File: config.mk
export PLATFORM = sky130hd
export DESIGN_NAME = clock_text_formatter
export DESIGN_NICKNAME = d
export VERILOG_FILES = /design/src/rtl/ctf_pkg.sv /design/src/rtl/ctf_front.sv /design/src/rtl/ctf_queue.sv /design/src/rtl/ctf_back.sv /design/src/rtl/clock_text_formatter.sv
export SDC_FILE = /design/constraint.sdc
export NUM_CORES = 1
export LEC_CHECK = 0
export BUFFER_PORTS_ARGS = -buffer_cell sky130_fd_sc_hd__buf_2
export CAP_MARGIN = 20
export CORE_MARGIN = 2
export CORE_UTILIZATION = 45
export CTS_BUF_LIST = sky130_fd_sc_hd__clkbuf_8 sky130_fd_sc_hd__clkbuf_16
export CTS_CLUSTER_DIAMETER = 30
export DETAILED_ROUTE_END_ITERATION = 16
export GPL_ROUTABILITY_DRIVEN = 0
export RECOVER_POWER = 25
export SYNTH_ARGS = -nofsm -noshare
export SYNTH_HDL_FRONTEND = slang
export SYNTH_SLANG_ARGS = --single-unit
File: constraint.sdc
create_clock -name clock -period 17.3 [get_ports clock]
set_input_delay 3.46 -clock clock [delete_from_list [all_inputs] [get_ports clock]]
set_output_delay 3.46 -clock clock [all_outputs]
set_load 0.01 [all_outputs]
File: src/rtl/ctf_pkg.sv
// ----------------------------------------------------------------------------
// ctf_pkg
// Shared types and constants of the clock text formatter.
// ----------------------------------------------------------------------------
`default_nettype none

package ctf_pkg;

   // Depth of the queue between the front and back parts
   localparam int Q_DEPTH = 4;
   localparam int Q_PTR_W = $clog2(Q_DEPTH);
   localparam int Q_CNT_W = $clog2(Q_DEPTH + 1);

   // Configuration register indexes
   localparam logic [1:0] CSR_SHOW_SECONDS = 2'd0;
   localparam logic [1:0] CSR_USE_24H      = 2'd1;
   localparam logic [1:0] CSR_SHOW_WEEKDAY = 2'd2;

   // One request: a calendar time
   typedef struct packed {
      logic [13:0] year;
      logic [3:0]  month;
      logic [4:0]  day;
      logic [4:0]  hour;
      logic [5:0]  minute;
      logic [5:0]  second;
   } ctf_req_type;

   // One result: a character of the clock text
   typedef struct packed {
      logic [6:0] text_char;
      logic       is_last;
   } ctf_rsp_type;

   // Format options
   typedef struct packed {
      logic show_seconds;
      logic use_24h;
      logic show_weekday;
   } ctf_flags_type;

   // Classified request handed from front to back
   typedef struct packed {
      logic [2:0]    weekday;
      logic [3:0]    hour_tens;
      logic [3:0]    hour_units;
      logic [3:0]    min_tens;
      logic [3:0]    min_units;
      logic [3:0]    sec_tens;
      logic [3:0]    sec_units;
      logic          pm;
      ctf_flags_type flags;
   } ctf_entry_type;

endpackage

`default_nettype wire

File: src/rtl/ctf_front.sv
// ----------------------------------------------------------------------------
// ctf_front
// Accepts a request, splits the time fields into digits and finds the weekday
// by Zeller's congruence over a four-stage pipeline.
// ----------------------------------------------------------------------------
`default_nettype none

module ctf_front
   import ctf_pkg::*;
(
   input  wire logic          clock,
   input  wire logic          reset,
   input  wire logic          accept,
   input  ctf_req_type        req_data,
   input  ctf_flags_type      flags,
   output logic               push,
   output ctf_entry_type      push_entry
);

   // year / 400 by reciprocal, exact for 14-bit years
   localparam logic [12:0] YR_RECIP   = 13'd5243;
   localparam int          YR_SHIFT   = 21;
   // s / 7 by reciprocal, exact for 8-bit sums
   localparam logic [8:0]  MOD7_RECIP = 9'd293;
   localparam int          MOD7_SHIFT = 11;
   // (13 * (m + 1)) / 5 for m = 0 .. 15
   localparam logic [5:0] MONTH_TERM [16] = '{
      6'd2,  6'd5,  6'd7,  6'd10, 6'd13, 6'd15, 6'd18, 6'd20,
      6'd23, 6'd26, 6'd28, 6'd31, 6'd33, 6'd36, 6'd39, 6'd41
   };

   // Split a value below 64 into tens and units digits
   function automatic logic [7:0] split_digits(input logic [5:0] v);
      logic [13:0] prod;
      logic [2:0]  tens;
      logic [5:0]  units;
      prod  = 14'(v) * 14'd205;
      tens  = prod[13:11];
      units = v - (6'(tens) * 6'd10);
      return {1'b0, tens, units[3:0]};
   endfunction

   logic          s1_valid_ff, s2_valid_ff, s3_valid_ff, s4_valid_ff;
   logic [13:0]   year_s1_ff;
   logic [5:0]    q_s1_ff;
   logic          below3_s1_ff;
   logic [5:0]    mterm_s1_ff, mterm_s2_ff, mterm_s3_ff;
   logic [4:0]    day_s1_ff, day_s2_ff, day_s3_ff;
   ctf_entry_type entry_s1_ff, entry_s2_ff, entry_s3_ff, entry_s4_ff;
   logic [9:0]    y_s2_ff;
   logic [2:0]    c_s3_ff;
   logic [6:0]    k_s3_ff;
   logic [7:0]    s_s4_ff;

   logic [26:0]   q_prod;
   logic          below3;
   logic [3:0]    m_adj;
   logic [4:0]    hour_shown;
   logic [7:0]    hour_dig, min_dig, sec_dig;
   ctf_entry_type entry_s1_in;
   logic [13:0]   r_full;
   logic [9:0]    y_s2_in;
   logic [2:0]    c_s3_in;
   logic [9:0]    k_full;
   logic [7:0]    s_s4_in;
   logic [16:0]   t_prod;
   logic [7:0]    h_full;
   logic [2:0]    h;

   // Stage 1: digits, shown hour, month shift and year quotient
   always_comb begin
      q_prod = 27'(req_data.year) * 27'(YR_RECIP);
      below3 = req_data.month < 4'd3;
      m_adj  = below3 ? req_data.month + 4'd12 : req_data.month;
      if (flags.use_24h) begin
         hour_shown = req_data.hour;
      end else if (req_data.hour >= 5'd24) begin
         hour_shown = req_data.hour - 5'd24;
      end else if (req_data.hour >= 5'd12) begin
         hour_shown = req_data.hour - 5'd12;
      end else begin
         hour_shown = req_data.hour;
      end
      if (!flags.use_24h && hour_shown == 5'd0) begin
         hour_shown = 5'd12;
      end
      hour_dig = split_digits(6'(hour_shown));
      min_dig  = split_digits(req_data.minute);
      sec_dig  = split_digits(req_data.second);
      entry_s1_in.weekday    = 3'd0;
      entry_s1_in.hour_tens  = hour_dig[7:4];
      entry_s1_in.hour_units = hour_dig[3:0];
      entry_s1_in.min_tens   = min_dig[7:4];
      entry_s1_in.min_units  = min_dig[3:0];
      entry_s1_in.sec_tens   = sec_dig[7:4];
      entry_s1_in.sec_units  = sec_dig[3:0];
      entry_s1_in.pm         = req_data.hour >= 5'd12;
      entry_s1_in.flags      = flags;
   end

   // Stage 2: shifted year in 399 .. 799
   always_comb begin
      r_full  = year_s1_ff - (14'(q_s1_ff) * 14'd400);
      y_s2_in = 10'(r_full[8:0]) + 10'd400 - 10'(below3_s1_ff);
   end

   // Stage 3: century and year of century
   always_comb begin
      if (y_s2_ff >= 10'd700) begin
         c_s3_in = 3'd7;
      end else if (y_s2_ff >= 10'd600) begin
         c_s3_in = 3'd6;
      end else if (y_s2_ff >= 10'd500) begin
         c_s3_in = 3'd5;
      end else if (y_s2_ff >= 10'd400) begin
         c_s3_in = 3'd4;
      end else begin
         c_s3_in = 3'd3;
      end
      k_full = y_s2_ff - (10'(c_s3_in) * 10'd100);
   end

   // Stage 4: congruence sum
   always_comb begin
      s_s4_in = 8'(day_s3_ff) + 8'(mterm_s3_ff) + 8'(k_s3_ff) + 8'(k_s3_ff >> 2)
              + 8'(c_s3_ff >> 2) + (8'(c_s3_ff) * 8'd5);
   end

   // Reduce mod 7 and rotate so Sunday is zero
   always_comb begin
      t_prod = 17'(s_s4_ff) * 17'(MOD7_RECIP);
      h_full = s_s4_ff - (8'(t_prod[16:MOD7_SHIFT]) * 8'd7);
      h      = h_full[2:0];
      push_entry         = entry_s4_ff;
      push_entry.weekday = (h == 3'd0) ? 3'd6 : h - 3'd1;
      push               = s4_valid_ff;
   end

   // Advance the pipeline valid bits
   always_ff @(posedge clock) begin
      if (reset) begin
         s1_valid_ff <= 1'b0;
         s2_valid_ff <= 1'b0;
         s3_valid_ff <= 1'b0;
         s4_valid_ff <= 1'b0;
      end else begin
         s1_valid_ff <= accept;
         s2_valid_ff <= s1_valid_ff;
         s3_valid_ff <= s2_valid_ff;
         s4_valid_ff <= s3_valid_ff;
      end
   end

   // Advance the pipeline payload
   always_ff @(posedge clock) begin
      year_s1_ff   <= req_data.year;
      q_s1_ff      <= q_prod[YR_SHIFT +: 6];
      below3_s1_ff <= below3;
      mterm_s1_ff  <= MONTH_TERM[m_adj];
      day_s1_ff    <= req_data.day;
      entry_s1_ff  <= entry_s1_in;

      y_s2_ff      <= y_s2_in;
      mterm_s2_ff  <= mterm_s1_ff;
      day_s2_ff    <= day_s1_ff;
      entry_s2_ff  <= entry_s1_ff;

      c_s3_ff      <= c_s3_in;
      k_s3_ff      <= k_full[6:0];
      mterm_s3_ff  <= mterm_s2_ff;
      day_s3_ff    <= day_s2_ff;
      entry_s3_ff  <= entry_s2_ff;

      s_s4_ff      <= s_s4_in;
      entry_s4_ff  <= entry_s3_ff;
   end

endmodule

`default_nettype wire

File: src/rtl/ctf_queue.sv
// ----------------------------------------------------------------------------
// ctf_queue
// Small queue of classified requests between the front and back parts.
// ----------------------------------------------------------------------------
`default_nettype none

module ctf_queue
   import ctf_pkg::*;
(
   input  wire logic          clock,
   input  wire logic          reset,
   input  wire logic          push,
   input  ctf_entry_type      push_entry,
   input  wire logic          pop,
   output ctf_entry_type      head_entry,
   output logic               empty,
   output logic               full
);

   ctf_entry_type        entries_ff [Q_DEPTH];
   logic [Q_PTR_W-1:0]   wr_ptr_ff;
   logic [Q_PTR_W-1:0]   rd_ptr_ff;
   logic [Q_CNT_W-1:0]   count_ff;
   logic                 do_pop;

   // Show the head and the fill state
   always_comb begin
      head_entry = entries_ff[rd_ptr_ff];
      empty      = count_ff == Q_CNT_W'(0);
      full       = count_ff == Q_CNT_W'(Q_DEPTH);
      do_pop     = pop && !empty;
   end

   // Advance pointers and count
   always_ff @(posedge clock) begin
      if (reset) begin
         wr_ptr_ff <= '0;
         rd_ptr_ff <= '0;
         count_ff  <= '0;
      end else begin
         if (push) begin
            wr_ptr_ff <= wr_ptr_ff + Q_PTR_W'(1);
         end
         if (do_pop) begin
            rd_ptr_ff <= rd_ptr_ff + Q_PTR_W'(1);
         end
         if (push && !do_pop) begin
            count_ff <= count_ff + Q_CNT_W'(1);
         end else if (do_pop && !push) begin
            count_ff <= count_ff - Q_CNT_W'(1);
         end
      end
   end

   // Store the pushed request
   always_ff @(posedge clock) begin
      if (push) begin
         entries_ff[wr_ptr_ff] <= push_entry;
      end
   end

endmodule

`default_nettype wire

File: src/rtl/ctf_back.sv
// ----------------------------------------------------------------------------
// ctf_back
// Walks the text template of one classified request and sends one character
// per cycle, taking the next request straight after the last character if one is queued.
// ----------------------------------------------------------------------------
`default_nettype none

module ctf_back
   import ctf_pkg::*;
(
   input  wire logic          clock,
   input  wire logic          reset,
   input  ctf_entry_type      head_entry,
   input  wire logic          q_empty,
   output logic               q_pop,
   output logic               rsp_strobe,
   output ctf_rsp_type        rsp_data
);

   localparam logic [6:0] CH_SPACE = 7'h20;
   localparam logic [6:0] CH_COLON = 7'h3A;
   localparam logic [6:0] CH_ZERO  = 7'h30;
   localparam logic [6:0] CH_A     = 7'h41;
   localparam logic [6:0] CH_P     = 7'h50;
   localparam logic [6:0] CH_M     = 7'h4D;

   typedef enum logic [3:0] {
      ST_WD0, ST_WD1, ST_WD2, ST_WSP,
      ST_HT, ST_HU, ST_C1, ST_MT, ST_MU,
      ST_C2, ST_ST, ST_SU,
      ST_ASP, ST_AP, ST_AM
   } step_type;

   // Three-letter weekday name, Sunday is zero
   function automatic logic [20:0] weekday_name(input logic [2:0] wd);
      logic [20:0] name;
      unique case (wd)
         3'd1:    name = {7'h4D, 7'h6F, 7'h6E};
         3'd2:    name = {7'h54, 7'h75, 7'h65};
         3'd3:    name = {7'h57, 7'h65, 7'h64};
         3'd4:    name = {7'h54, 7'h68, 7'h75};
         3'd5:    name = {7'h46, 7'h72, 7'h69};
         3'd6:    name = {7'h53, 7'h61, 7'h74};
         default: name = {7'h53, 7'h75, 7'h6E};
      endcase
      return name;
   endfunction

   step_type      step_ff;
   step_type      step_next;
   step_type      step_first;
   logic          active_ff;
   ctf_entry_type entry_ff;
   logic          rsp_strobe_ff;
   ctf_rsp_type   rsp_data_ff;
   logic [20:0]   name;
   logic [6:0]    char_in;
   logic          last_in;
   logic          load;

   // Pick the character and the following step
   always_comb begin
      name      = weekday_name(entry_ff.weekday);
      char_in   = CH_SPACE;
      last_in   = 1'b0;
      step_next = step_ff;
      unique case (step_ff)
         ST_WD0: begin
            char_in   = name[20:14];
            step_next = ST_WD1;
         end
         ST_WD1: begin
            char_in   = name[13:7];
            step_next = ST_WD2;
         end
         ST_WD2: begin
            char_in   = name[6:0];
            step_next = ST_WSP;
         end
         ST_WSP: begin
            char_in   = CH_SPACE;
            step_next = ST_HT;
         end
         ST_HT: begin
            char_in   = CH_ZERO + 7'(entry_ff.hour_tens);
            step_next = ST_HU;
         end
         ST_HU: begin
            char_in   = CH_ZERO + 7'(entry_ff.hour_units);
            step_next = ST_C1;
         end
         ST_C1: begin
            char_in   = CH_COLON;
            step_next = ST_MT;
         end
         ST_MT: begin
            char_in   = CH_ZERO + 7'(entry_ff.min_tens);
            step_next = ST_MU;
         end
         ST_MU: begin
            char_in = CH_ZERO + 7'(entry_ff.min_units);
            if (entry_ff.flags.show_seconds) begin
               step_next = ST_C2;
            end else if (!entry_ff.flags.use_24h) begin
               step_next = ST_ASP;
            end else begin
               last_in = 1'b1;
            end
         end
         ST_C2: begin
            char_in   = CH_COLON;
            step_next = ST_ST;
         end
         ST_ST: begin
            char_in   = CH_ZERO + 7'(entry_ff.sec_tens);
            step_next = ST_SU;
         end
         ST_SU: begin
            char_in = CH_ZERO + 7'(entry_ff.sec_units);
            if (!entry_ff.flags.use_24h) begin
               step_next = ST_ASP;
            end else begin
               last_in = 1'b1;
            end
         end
         ST_ASP: begin
            char_in   = CH_SPACE;
            step_next = ST_AP;
         end
         ST_AP: begin
            char_in   = entry_ff.pm ? CH_P : CH_A;
            step_next = ST_AM;
         end
         ST_AM: begin
            char_in = CH_M;
            last_in = 1'b1;
         end
         default: begin
            char_in = CH_SPACE;
         end
      endcase
      step_first = head_entry.flags.show_weekday ? ST_WD0 : ST_HT;
      load       = !active_ff || last_in;
      q_pop      = load && !q_empty;
   end

   // Hold step, current request and the registered result
   always_ff @(posedge clock) begin
      if (reset) begin
         active_ff     <= 1'b0;
         step_ff       <= ST_HT;
         rsp_strobe_ff <= 1'b0;
      end else begin
         rsp_strobe_ff         <= active_ff;
         rsp_data_ff.text_char <= char_in;
         rsp_data_ff.is_last   <= last_in;
         if (load) begin
            active_ff <= !q_empty;
            if (!q_empty) begin
               entry_ff <= head_entry;
               step_ff  <= step_first;
            end
         end else begin
            step_ff <= step_next;
         end
      end
   end

   assign rsp_strobe = rsp_strobe_ff;
   assign rsp_data   = rsp_data_ff;

endmodule

`default_nettype wire

File: src/rtl/clock_text_formatter.sv
// ----------------------------------------------------------------------------
// clock_text_formatter
// Turns a calendar time into its clock text, one ASCII character per result.
// ----------------------------------------------------------------------------
// A taken request passes the weekday pipeline, the queue and the sequencer
// before its first character is registered. A text has 5 to 15 characters,
// sent one character per cycle; consecutive texts follow with no idle cycle.
// A request may be taken every cycle until the 4-entry queue plus the weekday
// pipeline hold 4 requests; busy is then high. Results cannot be stalled.
// Reset sets all three format options to 1 and empties pipeline and queue.
`default_nettype none

module clock_text_formatter
   import ctf_pkg::*;
(
   input  wire logic        clock,
   input  wire logic        reset,
   input  wire logic        start,
   output logic             busy,
   input  ctf_req_type      req_data,
   output logic             rsp_strobe,
   output ctf_rsp_type      rsp_data,
   input  wire logic        csr_valid,
   output logic             csr_ready,
   input  wire logic [1:0]  csr_index,
   input  wire logic        csr_data
);

   ctf_flags_type        flags_ff;
   logic [Q_CNT_W-1:0]   outstanding_ff;
   logic                 accept;
   logic                 push;
   ctf_entry_type        push_entry;
   ctf_entry_type        head_entry;
   logic                 q_empty;
   logic                 q_full;
   logic                 q_pop;

   assign csr_ready = 1'b1;
   assign busy      = outstanding_ff == Q_CNT_W'(Q_DEPTH);
   assign accept    = start && !busy;

   // Write the format options
   always_ff @(posedge clock) begin
      if (reset) begin
         flags_ff <= '{show_seconds: 1'b1, use_24h: 1'b1, show_weekday: 1'b1};
      end else if (csr_valid && csr_ready) begin
         unique case (csr_index)
            CSR_SHOW_SECONDS: flags_ff.show_seconds <= csr_data;
            CSR_USE_24H:      flags_ff.use_24h      <= csr_data;
            CSR_SHOW_WEEKDAY: flags_ff.show_weekday <= csr_data;
            default: ;
         endcase
      end
   end

   // Count requests taken but not yet handed to the sequencer
   always_ff @(posedge clock) begin
      if (reset) begin
         outstanding_ff <= '0;
      end else if (accept && !q_pop) begin
         outstanding_ff <= outstanding_ff + Q_CNT_W'(1);
      end else if (q_pop && !accept) begin
         outstanding_ff <= outstanding_ff - Q_CNT_W'(1);
      end
   end

   ctf_front u_front (
      .clock      (clock),
      .reset      (reset),
      .accept     (accept),
      .req_data   (req_data),
      .flags      (flags_ff),
      .push       (push),
      .push_entry (push_entry)
   );

   ctf_queue u_queue (
      .clock      (clock),
      .reset      (reset),
      .push       (push),
      .push_entry (push_entry),
      .pop        (q_pop),
      .head_entry (head_entry),
      .empty      (q_empty),
      .full       (q_full)
   );

   ctf_back u_back (
      .clock      (clock),
      .reset      (reset),
      .head_entry (head_entry),
      .q_empty    (q_empty),
      .q_pop      (q_pop),
      .rsp_strobe (rsp_strobe),
      .rsp_data   (rsp_data)
   );

   // The credit count keeps the queue from overflowing
   a_no_push_when_full: assert property (@(posedge clock) disable iff (reset)
      push |-> !q_full)
      else $error("queue pushed while full");

   // A pop returns a credit that was handed out
   a_pop_has_credit: assert property (@(posedge clock) disable iff (reset)
      q_pop |-> outstanding_ff != Q_CNT_W'(0))
      else $error("pop without outstanding request");

   // A taken request is counted on the next cycle
   a_accept_counted: assert property (@(posedge clock) disable iff (reset)
      accept |=> outstanding_ff != Q_CNT_W'(0))
      else $error("taken request not counted");

   // A run of characters only ends on a last character
   a_text_ends_last: assert property (@(posedge clock) disable iff (reset)
      ($fell(rsp_strobe) && !$past(reset)) |-> $past(rsp_data.is_last))
      else $error("text ended without last character");

endmodule

`default_nettype wire

Yosys cells after proc, flatten, opt, wreduce, memory -nomap -nowiden

Memory sizes are Yosys's and may differ from the RTL's. A register that Yosys moved wholly into a read port is not among the register bits.
Index checks and enable logic that the tools add are counted.

Register bits after elaboration: 228
RAM bits: 108
Memory bits (read-only): 96
Input port bits: 47
Output and inout port bits: 11
Logic and storage cells: 216
Memories: 2

Memories:

| memory             | depth | bits a word | read ports | clocked after Yosys merged registers in | wr ports | RTL line         | RTL |
|---|---|---|---|---|---|---|---|
| u_queue.entries_ff | 4     | 27          | 1          | 1                                       | 1        | ctf_queue.sv:20  | `ctf_entry_type entries_ff [Q_DEPTH];` |
| (no name shown)    | 16    | 6           | 1          | 1                                       | 0        | ctf_front.sv:159 | `mterm_s1_ff <= MONTH_TERM[m_adj];` |

Add/subtract/negate cells: 29
$mul: 12
$lt $le $gt $ge: 7
Eq/ne operators: 24
Multiplexer cells: 30
Bitwise logic cells: 3
Reductions and logical operators: 31

Operator list:

| kind                   | number |
|---|---|
| $pmux 19 s6            | 1 |
| $pmux 7 s12            | 1 |
| $pmux 4 s14            | 1 |
| $add 6x4->7 const A    | 6 |
| $mux 3                 | 10 |
| $eq 4x4->1 const B     | 7 |
| $mul 6x8->14 const B   | 2 |
| $mul 14x13->27 const B | 1 |
| $mux 5                 | 5 |
| $ge 10x10->1 const B   | 2 |
| $ge 10x9->1 const B    | 2 |
| $mux 4                 | 5 |
| $mul 8x9->17 const B   | 1 |
| $eq 4x3->1 const B     | 4 |
| $reduce_bool 15->1     | 1 |
| $mul 5x8->13 const B   | 1 |
| $eq 3x3->1 const B     | 4 |
| $sub 4x4->4            | 3 |
| $add 9x9->10 const B   | 1 |
| $sub 10x1->10          | 1 |
| $sub 3x1->3 const B    | 3 |
| $sub 9x9->9            | 1 |
| $add 8x1->8            | 1 |
| $add 8x5->8            | 1 |
| 42 further kinds       | 71 |

Longest topological paths before layout

Gate-level depths: netlist of run 1.

Word-level depth: 10
Mapped depth: 24
Gate-level depth less buffers: 24

Modules after synthesis

From an unflattened synthesis of run 1, not the netlist that was laid out.

Cell total of the unflattened synthesis: 1438
Area total of the unflattened synthesis: 18649.1 µm²

Modules (own cells, without submodules):

| module               | instances | cells each | area each (µm²) | seq. area each (µm²) |
|---|---|---|---|---|
| ctf_front            | 1         | 1013       | 11309.6         | 3523.4 |
| ctf_queue            | 1         | 205        | 4926.0          | 3903.7 |
| ctf_back             | 1         | 187        | 2108.3          | 1261.2 |
| clock_text_formatter | 1         | 33         | 305.3           | 120.1 |

Worst setup path after synthesis of run 1

OpenSTA, ideal clock, no wires.

Path kind: input-to-reg
Start point: in req_data[16] in the netlist's numbering
End point: reg u_front.entry_s1_ff[23] in the netlist's numbering
Library setup time: 122 ps
Arrival: 7738 ps
Data required time: 17178 ps
Path slack: 9440 ps
Stages on the path: 23
Buffers on the path: 0
Cell sequence: inv_1 > ha_1 > a21o_1 > nor2_1 > o21ai_0 > a22oi_1 > a31o_2 > ha_1 > ha_1 > inv_1 > fa_1 > inv_1 > ha_1 > a21o_1 > a21o_1 > a21oi_1 > o21ai_0 > a21oi_4 > mux2i_1 > mux2i_1 > fa_1 > xor2_1 > xnor2_1

RTL lines:

| element              | RTL line                   | RTL |
|---|---|---|
| from (decl)          | clock_text_formatter.sv:20 | `input ctf_req_type req_data,` |
| to (signal assigned) | ctf_front.sv:161           | `entry_s1_ff <= entry_s1_in;` |
| to (decl)            | ctf_front.sv:49            | `ctf_entry_type entry_s1_ff, entry_s2_ff, entry_s3_ff, entry_s4_ff;` |

==> impl_metrics.yaml, run 1 <==
clock_tree:
  htreeDepth: 3
  cts_setup_buffers: 0
  cts_sinks: 339
  clk_pin_slew_ns: 0.05
  clock_latency_ns: 0.56
  ctsHoldBuffers: 0
  cts_max_path_buffers: 3
  cts_buffers: 66
  cts_tree: "done"
  cts_root_buf: "clkbuf_16"
  cts-resized-gates: 0
logic_synthesis:
  synth_compound_area_share_pct: 6.343
  yosysWarnings: 0
  syn_nets: 1840
  ys_seq_area_share_pct: 45.53
  netlist_area_um2: 18030
  synth_top_family_by_area: "adder cells"
  synth_xor_area_share_pct: 3.845
  synthFlopType: "dfxtp_1"
  synth.area.mux_share_pct: 4.421
  synth_cell_types: 75
  yosys.area_share.simple_pct: 5.191
  synth_edf_count: 142
  ys_ff_latch: 339
  synth_fa_ha_area_share_pct: 28.66
  synth-async-reset-ratio_pct: 0
  avgSynthCellArea_um2: 12.49
  postSynthCellCount: 1443
cells_and_area:
  final_common_cell: "inv_1"
  fillerInstances: 3393
  design_area_um2: 21230
  mostFrequentLayoutCells: "inv_1, ha_1, dfxtp_1"
  multi_input_area_um2: 8748
  utilization_pct: 53.55
  instances_no_fill: 2123
  ff_latch_area_um2: 8210
  nets: 1941
  drive_above_1_share_pct: 14.21
  area_growth_pct: 17.75
sta:
  slew_headroom_pct: 37.96
  grt_setup_unrepaired: "no"
  fin_skew_ns: 0.02501
  slew_viol_final: 0
  tns_ns: 0
  fin_crit_ns: 8.001
  tightest_slew_ns: 0.9294
  hold_viol: 0
  fmax_mhz: 125.0
  period_share_pct: 46.25
  setup_violations: 0
outcome:
  status: "completed"
min_path:
  min_path_cells: 0
  min_path_type: "register to register"
  whs_endpoint: "u_front.entry_s3_ff[2]$_DFF_P_"
  holdCritStartpoint: "u_front.entry_s2_ff[2]$_DFF_P_"
drt:
  drt_iter0_drc: 339
  dr.pass1.iters: 6
  num_vias: 10310
  drt-total-wl_um: 29730
  drcViolationCount: 0
  wl_per_cell_um: 14.00
  drtAntennaViolNets: 0
  viasPerCell: 4.858
die:
  chipHeight_um: 204.2
  ios: 58
  core_um2: 39640
  initial_core_util_pct: 45.48
  die-area_um2: 41680
  die_width_um: 204.2
  num_rows: 73
pwr:
  ir_worst_vdd_mv: 0.3627
  pwr-share-clk_pct: 26.4
  switching_power_w: 0.001712
  swShare_pct: 35.75
  p_per_area_nw_per_um2: 225.5
  p_int_w: 0.003076
  power_leakage_nw: 9.681
  sequentialPowerShare_pct: 28.5
  combPwrFrac_pct: 45.1
worst_setup_path:
  worstPathArrival_ns: 8.43
  r2r_cells: 21
  reg2reg_to: "u_queue.entries_ff[3][26]$_DFFE_PP_"
  r2r_slack_ns: 12.36
  crit_type: "input pin to register"
  r2r_start: "u_front.s_s4_ff[5]$_DFF_P_"
  worstPathMaxFanout: 7
  endpoint_kind: "register"
  start_kind: "input pin"
  critPathRequiredTime_ns: 17.73
placed_design:
  place_area_um2: 18890
  place_inst: 2000
  dp_hpwl_um: 21920
  io_buffers: 56
grt:
  grt_max_degree: 29
  grt_overflow_total: 0
  grt_first_pass_wirelength_um: 52020
  antenna_found_initial: 1
  grt_pass1_vias: 11090
  grt_use_total_pct: 15.37
flow_run:
  drv_cap: 0
power groups by stage:
stage	Sequential, W	Clock, W	Combinational (W)
after floorplan	0.00132	0	0.00176
after global placement	0.00138	0	0.00211
after detailed placement	0.00139	0	0.00219
after CTS	0.00137	0.00129	0.00221
after global routing	0.00139	0.00134	0.00256
final	0.00136	0.00126	0.00216
sequential cells by signal, summed over array words and instances (netlist names), 6 cells and up, named ones only:
signal               count
u_front.push_entry      24
u_front.k_s3_ff          7
u_front.mterm_s1_ff      6
u_front.mterm_s2_ff      6
u_queue.entries_ff     108
u_back.entry_ff         26
u_front.mterm_s3_ff      6
u_front.s_s4_ff          8
u_front.entry_s3_ff     24
u_front.y_s2_ff         10
u_front.entry_s2_ff     24
u_front.year_s1_ff       9
u_back.rsp_data          8
u_front.entry_s1_ff     24
cell type report:
class,instances,share of cell area (%)
Multi-Input combinational cell,818,41.21
Sequential cell,339,38.68
Clock buffer,72,8.328
Inverter,260,4.597
Tap cell,525,3.094
Clock inverter,49,2.558
Timing Repair Buffer,59,1.521
Antenna cell,1,0.01179
worst max-delay path by stage:
stage | start | end | slack (ns) | depth (start not counted)
final | req_data[16] | u_front.entry_s1_ff[23]$_DFF_P_ | 9.30 | 24
after global routing | req_data[16] | u_front.entry_s1_ff[23]$_DFF_P_ | 8.91 | 24
after CTS | req_data[16] | u_front.entry_s1_ff[23]$_DFF_P_ | 9.29 | 24
after floorplan | req_data[16] | u_front.entry_s1_ff[23]$_DFF_P_ | 9.44 | 23
after detailed placement | req_data[16] | u_front.entry_s1_ff[23]$_DFF_P_ | 8.73 | 24
after global placement | req_data[15] | u_front.entry_s1_ff[23]$_DFF_P_ | 8.95 | 23
critical path, stage by stage:
cell,delay [ns]
buf_2,0.14
inv_1,0.06
ha_1,0.18
a21o_1,0.19
nor2_1,0.26
o21ai_0,0.22
a22oi_1,0.41
a31o_2,0.30
ha_1,0.16
ha_1,0.16
inv_1,0.11
fa_1,0.52
inv_1,0.05
ha_1,0.19
a21o_1,0.15
a21o_1,0.17
a21oi_1,0.13
o21ai_0,0.14
a21oi_4,0.22
mux2i_1,0.27
mux2i_1,0.14
fa_1,0.45
xor2_1,0.18
xnor2_1,0.13
cells by family after synthesis:
family | count (synthesis)
other cells | 1
compound gates | 167
xor+xnor | 75
buf+inv | 286
simple gates | 181
flops | 339
mux | 44
fa+ha+maj | 350
metal layers:
layer | part of all wire (%) | up-vias | global-route usage, % | wire [µm]
met2 | 50 | 158 | 27.31 | 14810
met4 | 2.6 | 0 | 5.590 | 760
met1 | 44 | 4970 | 18.40 | 13140
li1 | - | 5126 | - | -
met3 | 3.5 | 59 | 3.109 | 1026
met5 | 0 | - | 0 | 0
cell usage after synthesis (all sizes together), types with 5 or more instances:
master    n  area, µm²
nor2b    19      118.9
a31oi     5      31.28
o21a      5      37.54
o21bai    8      60.06
nor2     48      180.2
fa      105       2102
xor2     22      192.7
edfxtp  142       4264
inv     260      975.9
and2      7      43.79
a22o      5      43.79
nand3    14      70.07
and3      6      37.54
nand2b    6      37.54
or3       5      31.28
a21o     30      225.2
o21ai    31      158.9
dfxtp   197       3944
ha      245       3065
nor3     13      76.33
xnor2    52      478.0
nand2    39      146.4
clkbuf   20      75.07
buf       6      28.78
nand4     5      31.28
a22oi     5      37.54
a21oi    45      236.5
mux4     28      630.6
mux2i    14      140.1
per-stage QoR:
stage	worst slack, ns	hold WS [ns]	power (W)
2_1_floorplan	9.440	0.3096	0.003083
3_3_place_gp	8.950	0.3100	0.003495
3_5_place_dp	8.727	0.3121	0.003579
4_1_cts	9.288	0.2965	0.004882
5_1_grt	8.907	0.3012	0.005281
6_report	9.299	0.2981	0.004787
Note: power is estimated with default switching activity, not from simulation.
==> run 2: changes to the inputs <==
==> constraint.sdc (replaced) <==
create_clock -name clock -period 7.71 [get_ports clock]
set_input_delay 1.542 -clock clock [delete_from_list [all_inputs] [get_ports clock]]
set_output_delay 1.542 -clock clock [all_outputs]
set_load 0.01 [all_outputs]
==> impl_metrics.yaml, run 2 (synthesis results as in run 1) <==
cells_and_area:
  final_common_cell: "inv_1"
  instances_no_fill: 2122
  largest_register_ffs: 108
  drive_above_1_share_pct: 13.91
  nets: 1941
  area_growth_pct: 17.23
  mostFrequentLayoutCells: "inv_1, ha_1, dfxtp_1"
  regMostFlops: "u_queue.entries_ff"
  reg_top3: "u_queue.entries_ff x108, u_back.entry_ff x26"
grt:
  grt_use_total_pct: 15.45
  grt_pass1_vias: 11060
  grt_max_degree: 29
  grt_overflow_total: 0
  grt_first_pass_wirelength_um: 52060
  antenna_found_initial: 1
die:
  chipHeight_um: 204.2
  initial_core_util_pct: 45.48
  core_um2: 39640
  ios: 58
  die_width_um: 204.2
  die-area_um2: 41680
  num_rows: 73
sta:
  tns_ns: 0
  tightest_slew_ns: 0.9221
  slew_viol_final: 0
  grt_setup_unrepaired: "no"
  fin_crit_ns: 6.065
  setup_violations: 0
  period_share_pct: 78.67
  fin_skew_ns: 0.02094
  hold_viol: 0
  slew_headroom_pct: 38.44
  fmax_mhz: 164.9
drt:
  drt-total-wl_um: 29950
  drtAntennaViolNets: 0
  dr.pass1.iters: 4
  num_vias: 10210
  drcViolationCount: 0
  viasPerCell: 4.811
  drt_iter0_drc: 319
  wl_per_cell_um: 14.11
clock_tree:
  cts_buffers: 66
  cts_setup_buffers: 0
  cts_root_buf: "clkbuf_16"
  cts_max_path_buffers: 3
  htreeDepth: 3
  ctsHoldBuffers: 0
  clk_pin_slew_ns: 0.05
  cts_tree: "done"
  clock_latency_ns: 0.55
  cts-resized-gates: 0
  cts_sinks: 339
pwr:
  combPwrFrac_pct: 45.8
  power_leakage_nw: 9.638
  switching_power_w: 0.003902
  ir_worst_vdd_mv: 0.7656
  sequentialPowerShare_pct: 28.6
  pwr-share-clk_pct: 25.7
  p_per_area_nw_per_um2: 505.9
  p_total_w: 0.01069
  p_int_w: 0.006789
  swShare_pct: 36.50
worst_setup_path:
  start_kind: "input pin"
  crit_type: "input pin to register"
  worstPathArrival_ns: 6.50
  critPathRequiredTime_ns: 8.14
  worstPathMaxFanout: 7
  endpoint_kind: "register"
outcome:
  status: "completed"
placed_design:
  dp_hpwl_um: 22050
  place_inst: 2000
  io_buffers: 56
flow_run:
  drv_cap: 0
min_path:
  min_path_type: "register to register"
-- run 2: cell types whose count changed in the layout (fill, tap and decap cells not counted), moves of 2 or more --
cell | before | now
clkinv_2 | 10 | 4
bufinv_16 | 5 | 3
clkinvlp_4 | 9 | 7
clkinv_1 | 1 | 5
inv_8 | 4 | 7
inv_6 | 5 | 8
clkbuf_16 | 69 | 66
-- run 2: per-layer routing --
metal	part of all wire [%]	vias up	track usage [%]
met1	44	4898	18.46
met4	2.3	0	5.383
met3	3.4	53	3.045
met5	0	-	0
li1	-	5122	-
met2	50	135	27.66
-- run 2: per-stage QoR --
stage | hold WS (ns) | util [%] | cell area, µm² | worst slack (ns)
finish | 0.3091 | 53.31 | 21130 | 1.645
global route | 0.3117 | 53.31 | 21130 | 1.311
CTS | 0.3107 | 53.26 | 21110 | 1.633
detailed placement | 0.3121 | 47.65 | 18890 | 1.062
global placement | 0.3100 | 47.65 | 18890 | 1.278
floorplan | 0.3096 | - | 18030 | 1.768
-- run 2: layout make-up --
cell class | count | area, µm²
inverter | 260 | 975.9
timing repair buffer | 59 | 315.3
clock inverter | 51 | 531.8
clock buffer | 69 | 1693
tap | 525 | 656.9
antenna | 1 | 2.502
multi-input combinational | 818 | 8748
fill | 3379 | 18510
sequential | 339 | 8210
-- run 2: path summary, 6_finish.rpt --
check                                        from                             endpoint  slack [ns]  cells past startpoint
hold reg to reg   u_front.entry_s1_ff[17]$_DFF_P_      u_front.entry_s2_ff[17]$_DFF_P_        0.31                      0
setup / recovery                     req_data[16]      u_front.entry_s1_ff[23]$_DFF_P_        1.64                     24
setup reg to reg       u_front.s_s4_ff[5]$_DFF_P_  u_queue.entries_ff[2][26]$_DFFE_PP_        2.75                     21
hold / removal    u_front.entry_s1_ff[17]$_DFF_P_      u_front.entry_s2_ff[17]$_DFF_P_        0.31                      0
-- run 2: critical path, cell delays in order --
cell	delay [ns]
buf_2	0.15
inv_1	0.06
ha_1	0.19
a21o_1	0.19
nor2_1	0.26
o21ai_0	0.23
a22oi_1	0.41
a31o_2	0.30
ha_1	0.16
ha_1	0.16
inv_1	0.11
fa_1	0.52
inv_1	0.04
ha_1	0.19
a21o_1	0.15
a21o_1	0.17
a21oi_1	0.12
o21ai_0	0.14
a21oi_4	0.21
mux2i_1	0.27
mux2i_1	0.14
fa_1	0.45
xor2_1	0.18
xnor2_1	0.12
-- run 2: power groups by stage --
stage	registers (W)	logic, W	clock network, W
after CTS	0.00308	0.00498	0.00281
after global routing	0.00310	0.00577	0.00290
after global placement	0.00311	0.00474	0
final	0.00305	0.00489	0.00275
after floorplan	0.00297	0.00395	0
after detailed placement	0.00311	0.00493	0
==> run 3: changes to the inputs <==
--- a/config.mk
+++ b/config.mk
@@ -5,6 +5,7 @@
 export SDC_FILE = /design/constraint.sdc
 export NUM_CORES = 1
 export LEC_CHECK = 0
+export ABC_AREA = 1
 export BUFFER_PORTS_ARGS = -buffer_cell sky130_fd_sc_hd__buf_2
 export CAP_MARGIN = 20
 export CORE_MARGIN = 2
==> constraint.sdc (replaced) <==
create_clock -name clock -period 4.9 [get_ports clock]
set_input_delay 0.98 -clock clock [delete_from_list [all_inputs] [get_ports clock]]
set_output_delay 0.98 -clock clock [all_outputs]
set_load 0.01 [all_outputs]
==> impl_metrics.yaml, run 3 <==
grt:
  grt_use_total_pct: 16.63
  antenna_found_initial: 0
  grt_first_pass_wirelength_um: 57620
  grt_pass1_vias: 12460
  grt_max_degree: 56
  grt_overflow_total: 0
worst_setup_path:
  worstPathCellList: "ha_1, fa_1, inv_1, fa_1, inv_1, ha_4, ha_4, a21oi_1, nor2_1, a211oi_1, nand2_1, nand2_2, nand2_1, xnor2_1, inv_1, ha_4, fa_2, xor2_2, xnor2_1, xor2_1, xor2_1, ha_1, inv_2"
  start_kind: "register"
  critPathRequiredTime_ns: 5.24
  crit_type: "register to register"
  worstPathMaxFanout: 4
  critPathMaxStageDelay_ns: 0.49
  critPathLaunch: "u_front.s_s4_ff[5]$_DFF_P_"
  endpoint_kind: "register"
  slowest_stage: "fa_1"
  r2r_start: "u_front.s_s4_ff[5]$_DFF_P_"
  r2r_slack_ns: 0.20
  worstPathArrival_ns: 5.04
cells_and_area:
  drive_above_1_share_pct: 14.40
  instances_no_fill: 2491
  area_growth_pct: 18.61
  reg_top3: "u_queue.entries_ff x108, u_back.entry_ff x26"
  regMostFlops: "u_queue.entries_ff"
  final_common_cell: "inv_1"
  antenna_cells: 0
  nets: 2307
  largest_register_ffs: 108
  mostFrequentLayoutCells: "inv_1, ha_1, dfxtp_1"
  design_area_um2: 21860
clock_tree:
  htreeDepth: 2
  ctsHoldBuffers: 0
  cts_root_buf: "clkbuf_16"
  cts_setup_buffers: 0
  clk_pin_slew_ns: 0.05
  cts_tree: "done"
  cts_buffers: 59
  cts_sinks: 339
  clock_latency_ns: 0.59
  cts_max_path_buffers: 3
die:
  die-area_um2: 42600
  chipHeight_um: 206.4
  ios: 58
  initial_core_util_pct: 45.35
  die_width_um: 206.4
  core_um2: 40650
  num_rows: 74
logic_synthesis:
  synth_top_area_cell: "edfxtp_1"
  netlist_area_um2: 18430
  ys_seq_area_share_pct: 44.53
  syn_nets: 2149
  ys_top_cells_by_count: "inv_1, ha_1, dfxtp_1"
  synth-async-reset-ratio_pct: 0
  synth_top_area_share_pct: 23.13
  ys_ff_latch: 339
  synthFlopType: "dfxtp_1"
  synth_edf_count: 142
  yosysWarnings: 0
  synth.most_common_cell: "inv_1"
  synth_cell_types: 56
  postSynthCellCount: 1752
  avgSynthCellArea_um2: 10.52
  synthTopCellsByArea: "edfxtp_1, dfxtp_1, ha_1"
drt:
  drtAntennaViolNets: 0
  num_vias: 12040
  drcViolationCount: 0
  dr.pass1.iters: 5
  wl_met2_um: 16420
  drt_iter0_drc: 461
  drt-total-wl_um: 33560
  top_layer_used: "met4"
  met3_length_um: 1162
  viasPerCell: 4.832
  drt-met1-wl_um: 15330
  wl_per_cell_um: 13.47
sta:
  slew_headroom_pct: 40.95
  tns_ns: 0
  fin_crit_ns: 4.698
  hold_viol: 0
  tightest_slew_ns: 0.8848
  slew_viol_final: 0
  period_share_pct: 95.87
  fmax_mhz: 212.9
  setup_violations: 0
  fin_skew_ns: 0.02022
outcome:
  status: "completed"
placed_design:
  place_inst: 2381
  place_area_um2: 19780
  io_buffers: 56
  dp_hpwl_um: 25270
min_path:
  min_path_type: "register to register"
  holdCritStartpoint: "u_front.entry_s1_ff[5]$_DFF_P_"
flow_run:
  drv_cap: 0
## run 3: critical path, delay by kind of cell (launching register included)
| family | cells | cell delay [ns] |
|---|---|---|
| xor gates and xnor gates | 5 | 0.75 |
| and+or+nand+nor | 4 | 0.35 |
| AOI/OAI and AO/OA | 2 | 0.29 |
| adders and majority gates | 8 | 2.55 |
| DFF | 1 | 0.31 |
| buffers and inverters | 4 | 0.25 |
## run 3: cells by family after synthesis
logic type      after synthesis  synth area share [%]
buf+inv                     372                 7.649
flops                       339                 44.53
xor+xnor                     56                 2.661
simple gates                381                 9.258
fa+ha+maj                   350                 28.03
compound gates              253                 7.853
other cells                   1               0.02034
## run 3: area by class of cell
type                    instances  area (µm²)
fillers                      3538       18780
multi-input cells            1041        8889
flip-flops and latches        339        8208
clock buffers                  62        1518
inverters                     349        1313
repair buffers                120       773.2
well taps                     532       665.6
clock inverters                48       499.2
## run 3: metal layers
| layer | vias up | global-route usage [%] |
|---|---|---|
| met2 | 225 | 29.77 |
| met1 | 5674 | 20.81 |
| met3 | 57 | 2.539 |
| li1 | 6081 | - |
| met5 | - | 0 |
| met4 | 0 | 4.490 |
## run 3: path summary, 6_finish.rpt
kind                                         end  cells past startpoint
max          u_queue.entries_ff[1][26]$_DFFE_PP_                     23
min               u_front.entry_s2_ff[5]$_DFF_P_                      0
max reg2reg  u_queue.entries_ff[1][26]$_DFFE_PP_                     23
min reg2reg       u_front.entry_s2_ff[5]$_DFF_P_                      0
## run 3: per-stage QoR
step           hold slack (ns)  utilization, %  setup WS, ns
6_report                0.3201           53.79        0.2023
5_1_grt                 0.3272           53.79      -0.01488
4_1_cts                 0.3217           53.72       0.06391
3_5_place_dp            0.3121           48.66       -0.2486
3_3_place_gp            0.3105           48.66       -0.1341
2_1_floorplan           0.3096               -     0.0007523
## run 3: what timing repair did
action,4_1_cts,5_1_grt
pin swaps,4,5
resized for setup,5,9
setup endpoints to repair,8,9
Power of run 3 is left out: the tool's default activity adds up to more than one toggle a clock period on the data nets, which glitch-free logic cannot reach.
